**src/hw/rtl/cma_pkg.sv**
```systemverilog
// ----------------------------------------------------------------------------
// cma_pkg
// Shared constants and divider handshake types for the centered moving
// average core.
// ----------------------------------------------------------------------------
`default_nettype none

package cma_pkg;

	// ring depth, must be a power of two
	localparam int MAX_WINDOW = 64;
	localparam int FRAC_BITS  = 16;

	localparam int SAMPLE_W   = 32;
	localparam int WIN_W      = 7;
	localparam int AVG_W      = 48;
	localparam int WIN_RESET  = 2;

	localparam int PTR_W      = $clog2(MAX_WINDOW);
	localparam int W_W        = $clog2(MAX_WINDOW + 1);
	localparam int SEEN_W     = $clog2(MAX_WINDOW + 2);
	localparam int SEEN_MAX   = MAX_WINDOW + 1;
	localparam int SUM_W      = SAMPLE_W + PTR_W;

	// quotient bits resolved per divider cycle
	localparam int RADIX_BITS = 8;
	localparam int DVD_W      = SUM_W + FRAC_BITS;
	localparam int DIV_CYC    = (DVD_W + RADIX_BITS - 1) / RADIX_BITS;
	localparam int PAD_W      = DIV_CYC * RADIX_BITS;
	localparam int CNT_W      = $clog2(DIV_CYC + 1);

	typedef struct packed {
		logic                    start;
		logic signed [SUM_W-1:0] sum;
		logic [W_W-1:0]          divisor;
	} div_req_t;

	typedef struct packed {
		logic             busy;
		logic             valid;
		logic [AVG_W-1:0] value;
	} div_rsp_t;

endpackage

`default_nettype wire

```
**src/hw/rtl/centered_moving_average_core.sv**
```systemverilog
// ----------------------------------------------------------------------------
// centered_moving_average_core
// Centered boxcar moving average of a signed sample stream, fixed-point mean
// with a flush of the pending positions on the last sample.
// A new sample is taken only once every result of the last one, and for the
// last sample of a run every flushed zero and mean, has reached the output
// register. The mean divider resolves 8 quotient bits per cycle.
// Reset: async, clears run state and sets the window size to its reset value; sample RAM is not cleared.
// ----------------------------------------------------------------------------
`default_nettype none

module centered_moving_average_core (
	input  wire logic                         clk,
	input  wire logic                         arst_n,
	input  wire logic                         cfg_we,
	input  wire logic [cma_pkg::WIN_W-1:0]    cfg_wdata,      // window_size
	input  wire logic                         s_axis_tvalid,
	output      logic                         s_axis_tready,
	input  wire logic [cma_pkg::SAMPLE_W-1:0] s_axis_tdata,   // [31:0] sample
	input  wire logic                         s_axis_tlast,
	output      logic                         m_axis_tvalid,
	input  wire logic                         m_axis_tready,
	output      logic [cma_pkg::AVG_W-1:0]    m_axis_tdata,   // [47:0] average
	output      logic                         m_axis_tlast
);

	import cma_pkg::*;

	typedef enum logic [3:0] {
		S_IDLE = 4'b0001,
		S_UPD  = 4'b0010,
		S_EMIT = 4'b0100,
		S_DIV  = 4'b1000
	} state_t;

	typedef enum logic [1:0] {
		SRC_OLD,
		SRC_FLUSH,
		SRC_ALT
	} src_t;

	state_t                     state_q;
	logic [WIN_W-1:0]           window_q;
	logic [PTR_W-1:0]           ptr_q;
	logic [SEEN_W-1:0]          seen_q;
	logic [SEEN_W-1:0]          seen_old_q;
	logic signed [SUM_W-1:0]    sum_q;
	logic signed [SUM_W-1:0]    sum_old_q;
	logic signed [SUM_W-1:0]    fsum_q;
	logic signed [SUM_W-1:0]    s2_q;
	logic signed [SAMPLE_W-1:0] x_q;
	logic signed [SAMPLE_W-1:0] prev_q;
	logic                       last_q;
	logic                       norm_pend_q;
	logic                       norm_div_q;
	logic                       flush_pend_q;
	logic                       full_q;
	logic [PTR_W-1:0]           r_q;
	logic                       eor_q;
	logic                       out_valid_q;
	logic [AVG_W-1:0]           out_data_q;
	logic                       out_last_q;

	logic [W_W-1:0]             w_eff;
	logic [W_W-1:0]             off;
	logic [W_W-1:0]             lag;
	logic [SEEN_W-1:0]          w_s;
	logic [SEEN_W-1:0]          lag_s;
	logic [SEEN_W-1:0]          k_cnt;
	logic                       accept;
	logic                       out_free;
	logic                       ram_re;
	logic [PTR_W-1:0]           ram_raddr;
	logic [SAMPLE_W-1:0]        ram_rdata;
	logic signed [SAMPLE_W-1:0] add_v;
	logic signed [SAMPLE_W-1:0] sub_v;
	logic signed [SUM_W-1:0]    sum_new;
	logic                       emit_any;
	logic                       emit_div;
	logic                       emit_eor;
	logic                       hit_s;
	logic                       hit_alt;
	src_t                       emit_src;
	logic                       zero_wr;
	logic                       div_wr;
	logic                       advance;
	div_req_t                   div_req;
	div_rsp_t                   div_rsp;

	// effective window and derived spans
	always_comb begin
		if (window_q < WIN_W'(WIN_RESET)) begin
			w_eff = W_W'(WIN_RESET);
		end else if (32'(window_q) > 32'(MAX_WINDOW)) begin
			w_eff = W_W'(MAX_WINDOW);
		end else begin
			w_eff = W_W'(window_q);
		end
	end

	assign off   = w_eff >> 1;
	assign lag   = w_eff - off;
	assign w_s   = SEEN_W'(w_eff);
	assign lag_s = SEEN_W'(lag);
	assign k_cnt = (seen_q < lag_s) ? seen_q : lag_s;

	assign s_axis_tready = (state_q == S_IDLE);
	assign accept        = s_axis_tvalid && s_axis_tready;
	assign out_free      = !out_valid_q || m_axis_tready;

	// oldest window sample on transfer, odd-window flush term in update
	assign ram_re    = accept || (state_q == S_UPD);
	assign ram_raddr = (state_q == S_UPD) ? (ptr_q - PTR_W'(w_eff - 1'b1))
	                                      : (ptr_q - PTR_W'(w_eff));

	cma_ram #(
		.WIDTH (SAMPLE_W),
		.DEPTH (MAX_WINDOW)
	) u_ring (
		.clk   (clk),
		.we    (accept),
		.waddr (ptr_q),
		.wdata (s_axis_tdata),
		.re    (ram_re),
		.raddr (ram_raddr),
		.rdata (ram_rdata)
	);

	// running sum update
	always_comb begin
		if (w_eff[0]) begin
			add_v = (seen_old_q != '0) ? prev_q : '0;
		end else begin
			add_v = x_q;
		end
		sub_v   = (seen_old_q >= w_s) ? $signed(ram_rdata) : '0;
		sum_new = sum_q + SUM_W'(add_v) - SUM_W'(sub_v);
	end

	// next result selection
	always_comb begin
		hit_s    = full_q && ((W_W'(r_q) + 1'b1) == lag);
		hit_alt  = full_q && w_eff[0] && ((W_W'(r_q) + 1'b1) == off);
		emit_any = norm_pend_q || flush_pend_q;
		if (norm_pend_q) begin
			emit_div = norm_div_q;
			emit_src = SRC_OLD;
			emit_eor = 1'b0;
		end else begin
			emit_div = hit_s || hit_alt;
			emit_src = hit_s ? SRC_FLUSH : SRC_ALT;
			emit_eor = (r_q == '0);
		end
	end

	always_comb begin
		div_req.start   = (state_q == S_EMIT) && emit_any && emit_div;
		div_req.divisor = off << 1;
		case (emit_src)
			SRC_OLD:   div_req.sum = sum_old_q;
			SRC_FLUSH: div_req.sum = fsum_q;
			default:   div_req.sum = s2_q;
		endcase
	end

	cma_div u_div (
		.clk    (clk),
		.arst_n (arst_n),
		.req    (div_req),
		.rsp    (div_rsp)
	);

	assign zero_wr = (state_q == S_EMIT) && emit_any && !emit_div && out_free;
	assign div_wr  = (state_q == S_DIV) && div_rsp.valid && out_free;
	assign advance = (state_q == S_EMIT) && emit_any && (emit_div || out_free);

	always_ff @(posedge clk or negedge arst_n) begin
		if (!arst_n) begin
			state_q      <= S_IDLE;
			window_q     <= WIN_W'(WIN_RESET);
			ptr_q        <= '0;
			seen_q       <= '0;
			sum_q        <= '0;
			norm_pend_q  <= 1'b0;
			flush_pend_q <= 1'b0;
			out_valid_q  <= 1'b0;
		end else begin
			unique case (state_q)
				S_IDLE: begin
					if (accept) begin
						state_q     <= S_UPD;
						ptr_q       <= ptr_q + 1'b1;
						seen_q      <= (seen_q == SEEN_W'(SEEN_MAX)) ? seen_q
						                                             : seen_q + 1'b1;
						norm_pend_q <= (seen_q >= lag_s);
					end
				end
				S_UPD: begin
					state_q      <= S_EMIT;
					flush_pend_q <= last_q;
					if (last_q) begin
						ptr_q  <= '0;
						seen_q <= '0;
						sum_q  <= '0;
					end else begin
						sum_q <= sum_new;
					end
				end
				S_EMIT: begin
					if (!emit_any) begin
						state_q <= S_IDLE;
					end else if (emit_div) begin
						state_q <= S_DIV;
					end
				end
				S_DIV: begin
					if (div_wr) begin
						state_q <= S_EMIT;
					end
				end
				default: state_q <= S_IDLE;
			endcase

			if (advance) begin
				if (norm_pend_q) begin
					norm_pend_q <= 1'b0;
				end else if (r_q == '0) begin
					flush_pend_q <= 1'b0;
				end
			end

			if (zero_wr || div_wr) begin
				out_valid_q <= 1'b1;
			end else if (m_axis_tready) begin
				out_valid_q <= 1'b0;
			end

			if (cfg_we) begin
				window_q <= cfg_wdata;
				ptr_q    <= '0;
				seen_q   <= '0;
				sum_q    <= '0;
			end
		end
	end

	always_ff @(posedge clk) begin
		if (accept) begin
			x_q        <= $signed(s_axis_tdata);
			last_q     <= s_axis_tlast;
			seen_old_q <= seen_q;
			sum_old_q  <= sum_q;
			norm_div_q <= (seen_q >= w_s);
		end
		if (state_q == S_UPD) begin
			prev_q <= x_q;
			fsum_q <= sum_new;
			full_q <= (seen_q > w_s);
			r_q    <= PTR_W'(k_cnt - 1'b1);
		end
		// read data and operands hold for the whole flush
		s2_q <= fsum_q - SUM_W'($signed(ram_rdata)) + SUM_W'(x_q);
		if (advance) begin
			eor_q <= emit_eor;
			if (!norm_pend_q && r_q != '0) begin
				r_q <= r_q - 1'b1;
			end
		end
		if (zero_wr) begin
			out_data_q <= '0;
			out_last_q <= emit_eor;
		end else if (div_wr) begin
			out_data_q <= div_rsp.value;
			out_last_q <= eor_q;
		end
	end

	assign m_axis_tvalid = out_valid_q;
	assign m_axis_tdata  = out_data_q;
	assign m_axis_tlast  = out_last_q;

	a_idle_clean: assert property (@(posedge clk) disable iff (!arst_n)
		s_axis_tready |-> (!div_rsp.busy && !norm_pend_q && !flush_pend_q))
		else $error("input ready with results still pending");

	a_div_wait: assert property (@(posedge clk) disable iff (!arst_n)
		(state_q == S_DIV) |-> (div_rsp.busy || div_rsp.valid))
		else $error("waiting on divider that holds no job");

	a_upd_after_xfer: assert property (@(posedge clk) disable iff (!arst_n)
		(state_q == S_UPD) |-> $past(s_axis_tvalid && s_axis_tready))
		else $error("sum update without an input transfer");

	a_out_load: assert property (@(posedge clk) disable iff (!arst_n)
		(zero_wr || div_wr) |=> m_axis_tvalid)
		else $error("result load lost");

endmodule

`default_nettype wire

```
**src/hw/rtl/cma_ram.sv**
```systemverilog
// ----------------------------------------------------------------------------
// cma_ram
// Generic simple dual-port RAM, one write and one read port, registered
// read data, read-first on an address collision.
// ----------------------------------------------------------------------------
`default_nettype none

module cma_ram #(
	parameter int WIDTH = 32,
	parameter int DEPTH = 64
) (
	input  wire logic                     clk,
	input  wire logic                     we,
	input  wire logic [$clog2(DEPTH)-1:0] waddr,
	input  wire logic [WIDTH-1:0]         wdata,
	input  wire logic                     re,
	input  wire logic [$clog2(DEPTH)-1:0] raddr,
	output      logic [WIDTH-1:0]         rdata
);

	logic [WIDTH-1:0] mem [DEPTH];

	always_ff @(posedge clk) begin
		if (we) begin
			mem[waddr] <= wdata;
		end
		if (re) begin
			rdata <= mem[raddr];
		end
	end

endmodule

`default_nettype wire

```
**src/hw/rtl/cma_div.sv**
```systemverilog
// ----------------------------------------------------------------------------
// cma_div
// Signed sum to fixed-point mean: magnitude shifted by the fraction bits,
// restoring division by the divisor (twice the half window), several quotient bits per cycle,
// sign restored and truncated toward zero.
// ----------------------------------------------------------------------------
`default_nettype none

module cma_div (
	input  wire logic              clk,
	input  wire logic              arst_n,
	input  wire cma_pkg::div_req_t req,
	output      cma_pkg::div_rsp_t rsp
);

	import cma_pkg::*;

	typedef enum logic [2:0] {
		D_IDLE = 3'b001,
		D_RUN  = 3'b010,
		D_FIX  = 3'b100
	} div_state_t;

	div_state_t       state_q;
	logic [CNT_W-1:0] cnt_q;
	logic [PAD_W-1:0] dvd_q;
	logic [W_W-1:0]   rem_q;
	logic [W_W-1:0]   n_q;
	logic             neg_q;
	logic             valid_q;
	logic [AVG_W-1:0] value_q;

	logic [SUM_W-1:0] mag;
	logic [PAD_W-1:0] dvd_n;
	logic [W_W-1:0]   rem_n;
	logic [W_W:0]     trial;
	logic [AVG_W-1:0] quo;

	assign mag = req.sum[SUM_W-1] ? (SUM_W'(0) - req.sum) : req.sum;
	assign quo = dvd_q[AVG_W-1:0];

	always_comb begin
		rem_n = rem_q;
		dvd_n = dvd_q;
		trial = '0;
		for (int i = 0; i < RADIX_BITS; i++) begin
			trial = {rem_n, dvd_n[PAD_W-1]};
			dvd_n = {dvd_n[PAD_W-2:0], 1'b0};
			if (trial >= {1'b0, n_q}) begin
				rem_n    = W_W'(trial - {1'b0, n_q});
				dvd_n[0] = 1'b1;
			end else begin
				rem_n = trial[W_W-1:0];
			end
		end
	end

	always_ff @(posedge clk or negedge arst_n) begin
		if (!arst_n) begin
			state_q <= D_IDLE;
			valid_q <= 1'b0;
			cnt_q   <= '0;
		end else begin
			unique case (state_q)
				D_IDLE: begin
					if (req.start) begin
						valid_q <= 1'b0;
						cnt_q   <= '0;
						state_q <= D_RUN;
					end
				end
				D_RUN: begin
					cnt_q <= cnt_q + 1'b1;
					if (cnt_q == CNT_W'(DIV_CYC - 1)) begin
						state_q <= D_FIX;
					end
				end
				D_FIX: begin
					valid_q <= 1'b1;
					state_q <= D_IDLE;
				end
				default: state_q <= D_IDLE;
			endcase
		end
	end

	always_ff @(posedge clk) begin
		if (state_q == D_IDLE && req.start) begin
			dvd_q <= PAD_W'(mag) << FRAC_BITS;
			rem_q <= '0;
			n_q   <= req.divisor;
			neg_q <= req.sum[SUM_W-1];
		end else if (state_q == D_RUN) begin
			dvd_q <= dvd_n;
			rem_q <= rem_n;
		end
		if (state_q == D_FIX) begin
			value_q <= neg_q ? (AVG_W'(0) - quo) : quo;
		end
	end

	assign rsp.busy  = (state_q != D_IDLE);
	assign rsp.valid = valid_q;
	assign rsp.value = value_q;

endmodule

`default_nettype wire

```
**config.mk**
```make
export PLATFORM = sky130hd
export DESIGN_NAME = centered_moving_average_core
export DESIGN_NICKNAME = d
export VERILOG_FILES = /design/src/hw/rtl/cma_pkg.sv /design/src/hw/rtl/centered_moving_average_core.sv /design/src/hw/rtl/cma_ram.sv /design/src/hw/rtl/cma_div.sv
export SDC_FILE = /design/constraint.sdc
export NUM_CORES = 2
export LEC_CHECK = 0
export CAP_MARGIN = 5
export CORE_MARGIN = 5
export CORE_UTILIZATION = 57
export CTS_BUF_LIST = sky130_fd_sc_hd__clkbuf_8 sky130_fd_sc_hd__clkbuf_16
export DETAILED_ROUTE_END_ITERATION = 8
export DONT_BUFFER_PORTS = 1
export PLACE_DENSITY_LB_ADDON = 0.15
export SKIP_CTS_REPAIR_TIMING = 1
export SYNTH_ARGS = -nofsm -noshare
export SYNTH_HDL_FRONTEND = slang
export SYNTH_HIERARCHICAL = 1
export SYNTH_SLANG_ARGS = --single-unit
export TNS_END_PERCENT = 1
```
**constraint.sdc**
```tcl
create_clock -name clk -period 16.5 [get_ports clk]
set_input_delay 0.825 -clock clk [delete_from_list [all_inputs] [get_ports clk]]
set_output_delay 0.825 -clock clk [all_outputs]
set_load 0.05 [all_outputs]
```
# Word level (Yosys, flattened, before mapping)
# Memory sizes are Yosys's and may differ from the RTL's. A register that Yosys moved wholly into a read port is not among the register bits.
# Index checks and enable logic that the tools add are counted.
word_totals:
  input_bits: 45
  out_inout_bits: 51
  mem_count: 1
  reg_bits: 434
  wordCells: 202
  ram_bits: 2048
classes:
  mux: 73
  n_lt_le_gt_ge: 15
  n_addsub: 24
  reduce_logical: 39
  n_eq_ne: 20
memory_table:
  columns: ["name", "depth", "width", "read_ports", "rd_clocked_by_memory_dff", "wr", "line", "text"]
  rows:
  - ["u_ring.mem", 64, 32, 1, 1, 1, "cma_ram.sv:21", "logic [WIDTH-1:0] mem [DEPTH];"]
op_table:
  columns: ["operator", "count"]
  rows:
  - ["38-bit 2-to-1 mux", 4]
  - ["54-bit 2-to-1 mux", 2]
  - ["7-bit 2-to-1 mux", 14]
  - ["32-bit 2-to-1 mux", 3]
  - ["38-bit by 32-bit adder with 38-bit output", 2]
  - ["38-bit case mux with 2 select lines", 1]
  - ["38-bit by 32-bit subtractor with 38-bit output", 2]
  - ["8-bit by 7-bit greater-or-equal comparator with 1-bit output", 8]
  - ["7-bit subtractor", 8]
  - ["48-bit 2-to-1 mux", 1]
  - ["6-bit 2-to-1 mux", 8]
  - ["1-bit by 48-bit subtractor with 48-bit output, first input constant", 1]
  - ["1-bit by 38-bit subtractor with 38-bit output, first input constant", 1]
  - ["1-bit 2-to-1 mux", 25]
  - ["7-bit greater-or-equal comparator", 3]
  - ["6-bit by 1-bit subtractor with 6-bit output, second input constant", 3]
  - ["4-bit 2-to-1 mux", 4]
  - ["4-bit case mux with 4 select lines", 1]
  - ["7-bit case mux with 2 select lines", 1]
  - ["1-bit logical AND", 13]
  - ["3-bit case mux with 2 select lines", 2]
  - ["6-bit case mux with 2 select lines", 1]
  - ["2-bit nonzero test", 6]
  - ["6-bit subtractor", 2]
  - ["37 further kinds", 55]

# Longest topological paths before layout
logic_depth:
  depth_word: 18
  mapped_depth: 74
  ltp_nobuf: 72

# Hierarchy
# The synthesis kept the hierarchy.
modules_own_cells:
  columns: ["mod", "cells_per_inst", "area_each_um2", "n_inst"]
  rows:
  - ["cma_ram", 3324, 78835.6, 1]
  - ["centered_moving_average_core", 2036, 19120.8, 1]
  - ["cma_div", 938, 9157.5, 1]

# Worst setup path before layout
# No wires, ideal clock.
synth_path:
  kind: "reg-to-reg"
  start: "register u_div.n_q[1]"
  end: "register u_div.rem_q[1]"
  arrival_ps: 16096
  setup_time_ps: 69
  path_slack_ps: 334
  stages_incl_launch_ff: 71
  path_buffers: 2
  path_cell_list: "edfxtp_1 > inv_1 > fa_1 > a211o_1 > nand3b_1 > nand2_1 > mux2_2 > ha_1 > nor2b_1 > o31a_1 > o221ai_1 > o211ai_4 > mux2_2 > ha_1 > a21o_1 > a21oi_1 > o221ai_1 > a211o_1 > (+35 left out) > nor2_1 > o21ai_0 > a21oi_1 > o21a_1 > and3_1 > buf_2 > mux2i_1 > ha_1 > nor2b_1 > o21ai_0 > nand2b_1 > a21o_1 > a21oi_1 > o21ai_0 > a21o_1 > a211oi_4 > mux2_1 > o21ai_1"
synth_between:
  elab_chain_cells: 16
synth_rtl:
  columns: ["item", "line", "text"]
  rows:
  - ["start: declaration", "cma_div.sv:28", "logic [W_W-1:0] n_q;"]
  - ["start signal: assignment", "cma_div.sv:91", "n_q <= req.divisor;"]
  - ["7-bit subtractor / 8-bit by 7-bit greater-or-equal comparator with 1-bit output (equally long branches)", "cma_div.sv:50, cma_div.sv:49", null]
  - ["7-bit 2-to-1 mux", "cma_div.sv:49", "if (trial >= {1'b0, n_q}) begin"]
  - ["7-bit subtractor / 8-bit by 7-bit greater-or-equal comparator with 1-bit output (equally long branches)", "cma_div.sv:50, cma_div.sv:49", null]
  - ["7-bit 2-to-1 mux", "cma_div.sv:49", null]
  - ["7-bit subtractor / 8-bit by 7-bit greater-or-equal comparator with 1-bit output (equally long branches)", "cma_div.sv:50, cma_div.sv:49", null]
  - ["7-bit 2-to-1 mux", "cma_div.sv:49", null]
  - ["7-bit subtractor / 8-bit by 7-bit greater-or-equal comparator with 1-bit output (equally long branches)", "cma_div.sv:50, cma_div.sv:49", null]
  - ["7-bit 2-to-1 mux", "cma_div.sv:49", null]
  - ["7-bit subtractor / 8-bit by 7-bit greater-or-equal comparator with 1-bit output (equally long branches)", "cma_div.sv:50, cma_div.sv:49", null]
  - ["7-bit 2-to-1 mux", "cma_div.sv:49", null]
  - ["7-bit subtractor / 8-bit by 7-bit greater-or-equal comparator with 1-bit output (equally long branches)", "cma_div.sv:50, cma_div.sv:49", null]
  - ["7-bit 2-to-1 mux", "cma_div.sv:49", null]
  - ["8-bit by 7-bit greater-or-equal comparator with 1-bit output / 7-bit subtractor (equally long branches)", "cma_div.sv:49, cma_div.sv:50", null]
  - ["7-bit 2-to-1 mux", "cma_div.sv:49", null]
  - ["7-bit subtractor / 8-bit by 7-bit greater-or-equal comparator with 1-bit output (equally long branches)", "cma_div.sv:50, cma_div.sv:49", null]
  - ["7-bit 2-to-1 mux (*)", "cma_div.sv:49", null]
  - ["end signal: assignment", "cma_div.sv:95", "rem_q <= rem_n;"]
  - ["end: declaration", "cma_div.sv:27", "logic [W_W-1:0] rem_q;"]
# Mark *: on every way between the ends. The rest lies on a longest branch, timed or not.
# A chain may end at the register's enable or synchronous reset.

# Worst setup path after layout
layout_path:
  start: "register u_div.dvd_q[55]"
  end: "register u_div.rem_q[1]"
layout_between:
  elab_chain_cells: 16
layout_rtl:
  columns: ["item", "line", "text"]
  rows:
  - ["start: declaration", "cma_div.sv:26", "logic [PAD_W-1:0] dvd_q;"]
  - ["start signal: assignment", "cma_div.sv:89", "dvd_q <= PAD_W'(mag) << FRAC_BITS;"]
  - ["start signal: assignment", "cma_div.sv:94", "dvd_q <= dvd_n;"]
  - ["7-bit subtractor / 8-bit by 7-bit greater-or-equal comparator with 1-bit output (equally long branches)", "cma_div.sv:50, cma_div.sv:49", null]
  - ["7-bit 2-to-1 mux (*)", "cma_div.sv:49", null]
  - ["7-bit subtractor / 8-bit by 7-bit greater-or-equal comparator with 1-bit output (equally long branches)", "cma_div.sv:50, cma_div.sv:49", null]
  - ["7-bit 2-to-1 mux (*)", "cma_div.sv:49", null]
  - ["7-bit subtractor / 8-bit by 7-bit greater-or-equal comparator with 1-bit output (equally long branches)", "cma_div.sv:50, cma_div.sv:49", null]
  - ["7-bit 2-to-1 mux (*)", "cma_div.sv:49", null]
  - ["7-bit subtractor / 8-bit by 7-bit greater-or-equal comparator with 1-bit output (equally long branches)", "cma_div.sv:50, cma_div.sv:49", null]
  - ["7-bit 2-to-1 mux (*)", "cma_div.sv:49", null]
  - ["7-bit subtractor / 8-bit by 7-bit greater-or-equal comparator with 1-bit output (equally long branches)", "cma_div.sv:50, cma_div.sv:49", null]
  - ["7-bit 2-to-1 mux (*)", "cma_div.sv:49", null]
  - ["7-bit subtractor / 8-bit by 7-bit greater-or-equal comparator with 1-bit output (equally long branches)", "cma_div.sv:50, cma_div.sv:49", null]
  - ["7-bit 2-to-1 mux (*)", "cma_div.sv:49", null]
  - ["8-bit by 7-bit greater-or-equal comparator with 1-bit output / 7-bit subtractor (equally long branches)", "cma_div.sv:49, cma_div.sv:50", null]
  - ["7-bit 2-to-1 mux (*)", "cma_div.sv:49", null]
  - ["7-bit subtractor / 8-bit by 7-bit greater-or-equal comparator with 1-bit output (equally long branches)", "cma_div.sv:50, cma_div.sv:49", null]
  - ["7-bit 2-to-1 mux (*)", "cma_div.sv:49", null]
# Marks and branches as above.

==> impl_metrics.toml <==
[run_status]
status = "completed"

[setup_path]
end_kind = "flop"
critPathLaunchType = "flop"
critPathSlowestCell = "or4b_4"
required_ps = 17250
max_stage_delay_ps = 500
crit_arrival_ps = 16260
cp_max_fo = 8
path_class = "flop to flop"
path_common_cell = "buf_4"

[synthesis]
ys_warn_count = 6
synth_area_per_cell_sq_um = 17.0
synth_cells = 6297
synth_area_sq_mm = 0.107
synth_nets = 6609

[sta]
worst_slew_pin_slew_ps = 1150
hold_violations = 0
min_period_ps = 15510
period_share_pct = 94.0
drv_slew = 0
slew_headroom_pct = 22.8
skew_ps = 80.7
setup_slack_ps = 991
fmax_mhz = 64.5
setup-violations-final = 0

[grt]
grt_antenna_before_repair = 17
grt_pass1_wl_mm = 393
grt_pass1_vias = 58575
grt.total_usage_pct = 27.2
grt-ovfl-total = 0
grt_max_degree = 114

[cts]
insertion_delay_ps = 890
cts_sinks = 2515
clockRootBuffer = "clkbuf_16"
cts_tree = "done"
clk_pin_slew_ps = 60
htree_num_levels = 4
cts_buffer_depth = 3
cts_inserted_buffers = 241

[floorplanning]
rows = 159
die_w_um = 443
initial_utilization_pct = 57.2
top_level_ports = 96
coreArea_sq_mm = 0.187
dieArea_sq_mm = 0.197
die_h_um = 443

[detailed_routing]
drt-initial-drc-count = 6118
drt_wl_total_mm = 269
ant_nets = 0
drc = 0
vias = 58031
avgViaCountPerCell = 6.29
wl_per_cell_um = 29.2
first_pass_iters = 6

[placement]
hpwlAfterDp_mm = 155
place_ws_ps = -58.7
placedCellCount = 8739
gp_congestion = 0.879
numPortBuffers = 0

[pwr]
ir_worst_vdd_uv = 210
leakage_nw = 40.6
cellPowerDensity_mw_per_mm2 = 199

[cells_and_area]
area_delta_synth_final_pct = 11.6
fin_cells = 9231
nNetsFinal = 6833
drive_gt1_share_pct = 19.5

[flow_run]
max_cap_viol_count = 0

[worst_hold_path]
min_path_type = "input port to flop"
[power by group]
part	switching, mW	internal (mW)
combinational	6.30	4.55
clock	2.36	2.99
sequential	0.191	7.45
[worst max-delay path, delay by kind of cell (launching register included)]
kind	cells	cell delay, ps
compound gates	30	5670
mux	9	2920
fa+ha+maj	9	2750
simple gates	15	2330
buf+inv	11	1420
flops	1	310
[routing by layer]
metal,track usage [%],share of wire (%),vias to the layer above
li1,-,-,25106
met1,37.0,39,30074
met2,46.0,50,2444
met3,4.33,7.8,407
met4,8.46,3.4,0
met5,0,0,-
[final timing paths]
| path | startpoint | slack (ps) | end | cells past startpoint |
|---|---|---|---|---|
| max in group asynchronous | arst_n | 15450 | norm_pend_q$_DFF_PN0_ | 2 |
| worst max register to register | u_div/dvd_q[55]$_SDFFE_PP0P_ | 990 | u_div/rem_q[1]$_SDFFE_PP0P_ | 74 |
| worst min register to register | sum_q[19]$_DFFE_PN0P_ | 430 | sum_old_q[19]$_DFFE_PP_ | 0 |
| worst min-delay path | s_axis_tdata[23] | 50 | u_ring/mem[41][23]$_DFFE_PP_ | 0 |
| worst max-delay path | u_div/dvd_q[55]$_SDFFE_PP0P_ | 990 | u_div/rem_q[1]$_SDFFE_PP0P_ | 74 |
| min in group asynchronous | arst_n | 520 | sum_q[27]$_DFFE_PN0P_ | 2 |
[metrics by stage]
step	util [%]	hold WS, ps	TNS, ps	power, mW	area (sq um)
2_1_floorplan	-	425	0	15.2	107000
5_1_grt	63.8	-8.38	-26.7	25.0	120000
3_3_place_gp	59.4	433	-26.3	18.5	111000
6_report	63.8	52.5	0	23.8	120000
4_1_cts	63.5	-412	-854	23.9	119000
3_5_place_dp	59.4	431	-60.6	18.6	111000
[layout make-up]
class                           count  area, sq um
Sequential cell                  2515        74000
Fill cell                       13106        67800
Multi-Input combinational cell   3157        31200
Clock buffer                      248         6150
Tap cell                         2495         3120
Timing Repair Buffer              266         2170
Clock inverter                    203         1610
Inverter                          340         1280
Antenna cell                        7         17.5
[sequential cells by signal, summed over array words and instances, names as in the netlist, 7 cells and up]
register and flops:
u_ring/mem 2048, u_div/dvd_q 56, m_axis_tdata 48, u_div/value_q 48, fsum_q 38, s2_q 38, sum_old_q 38, sum_q 38
prev_q 32, u_ring/rdata 32, x_q 32, seen_old_q 7, seen_q 7, u_div/n_q 7, u_div/rem_q 7, window_q 7
[cell usage in the layout, fill, tap and decap left out, types with 37 or more instances in the layout]
| master | count |
|---|---|
| nor2_1 | 213 |
| clkinv_1 | 61 |
| fa_1 | 85 |
| buf_4 | 231 |
| o22ai_1 | 88 |
| clkinv_2 | 45 |
| a21oi_1 | 272 |
| nor2b_1 | 72 |
| nand3_1 | 63 |
| edfxtp_1 | 2326 |
| dfxtp_1 | 117 |
| mux4_2 | 544 |
| a21o_1 | 62 |
| xor2_1 | 84 |
| and3_1 | 47 |
| nand2b_1 | 50 |
| clkbuf_16 | 243 |
| xnor2_1 | 124 |
| mux2i_1 | 115 |
| o21ai_0 | 221 |
| inv_1 | 384 |
| dfrtp_1 | 68 |
| nor3_1 | 37 |
| ha_1 | 179 |
| nand2_1 | 365 |
| nor2_4 | 63 |
Power figures use the tool's default switching activity.
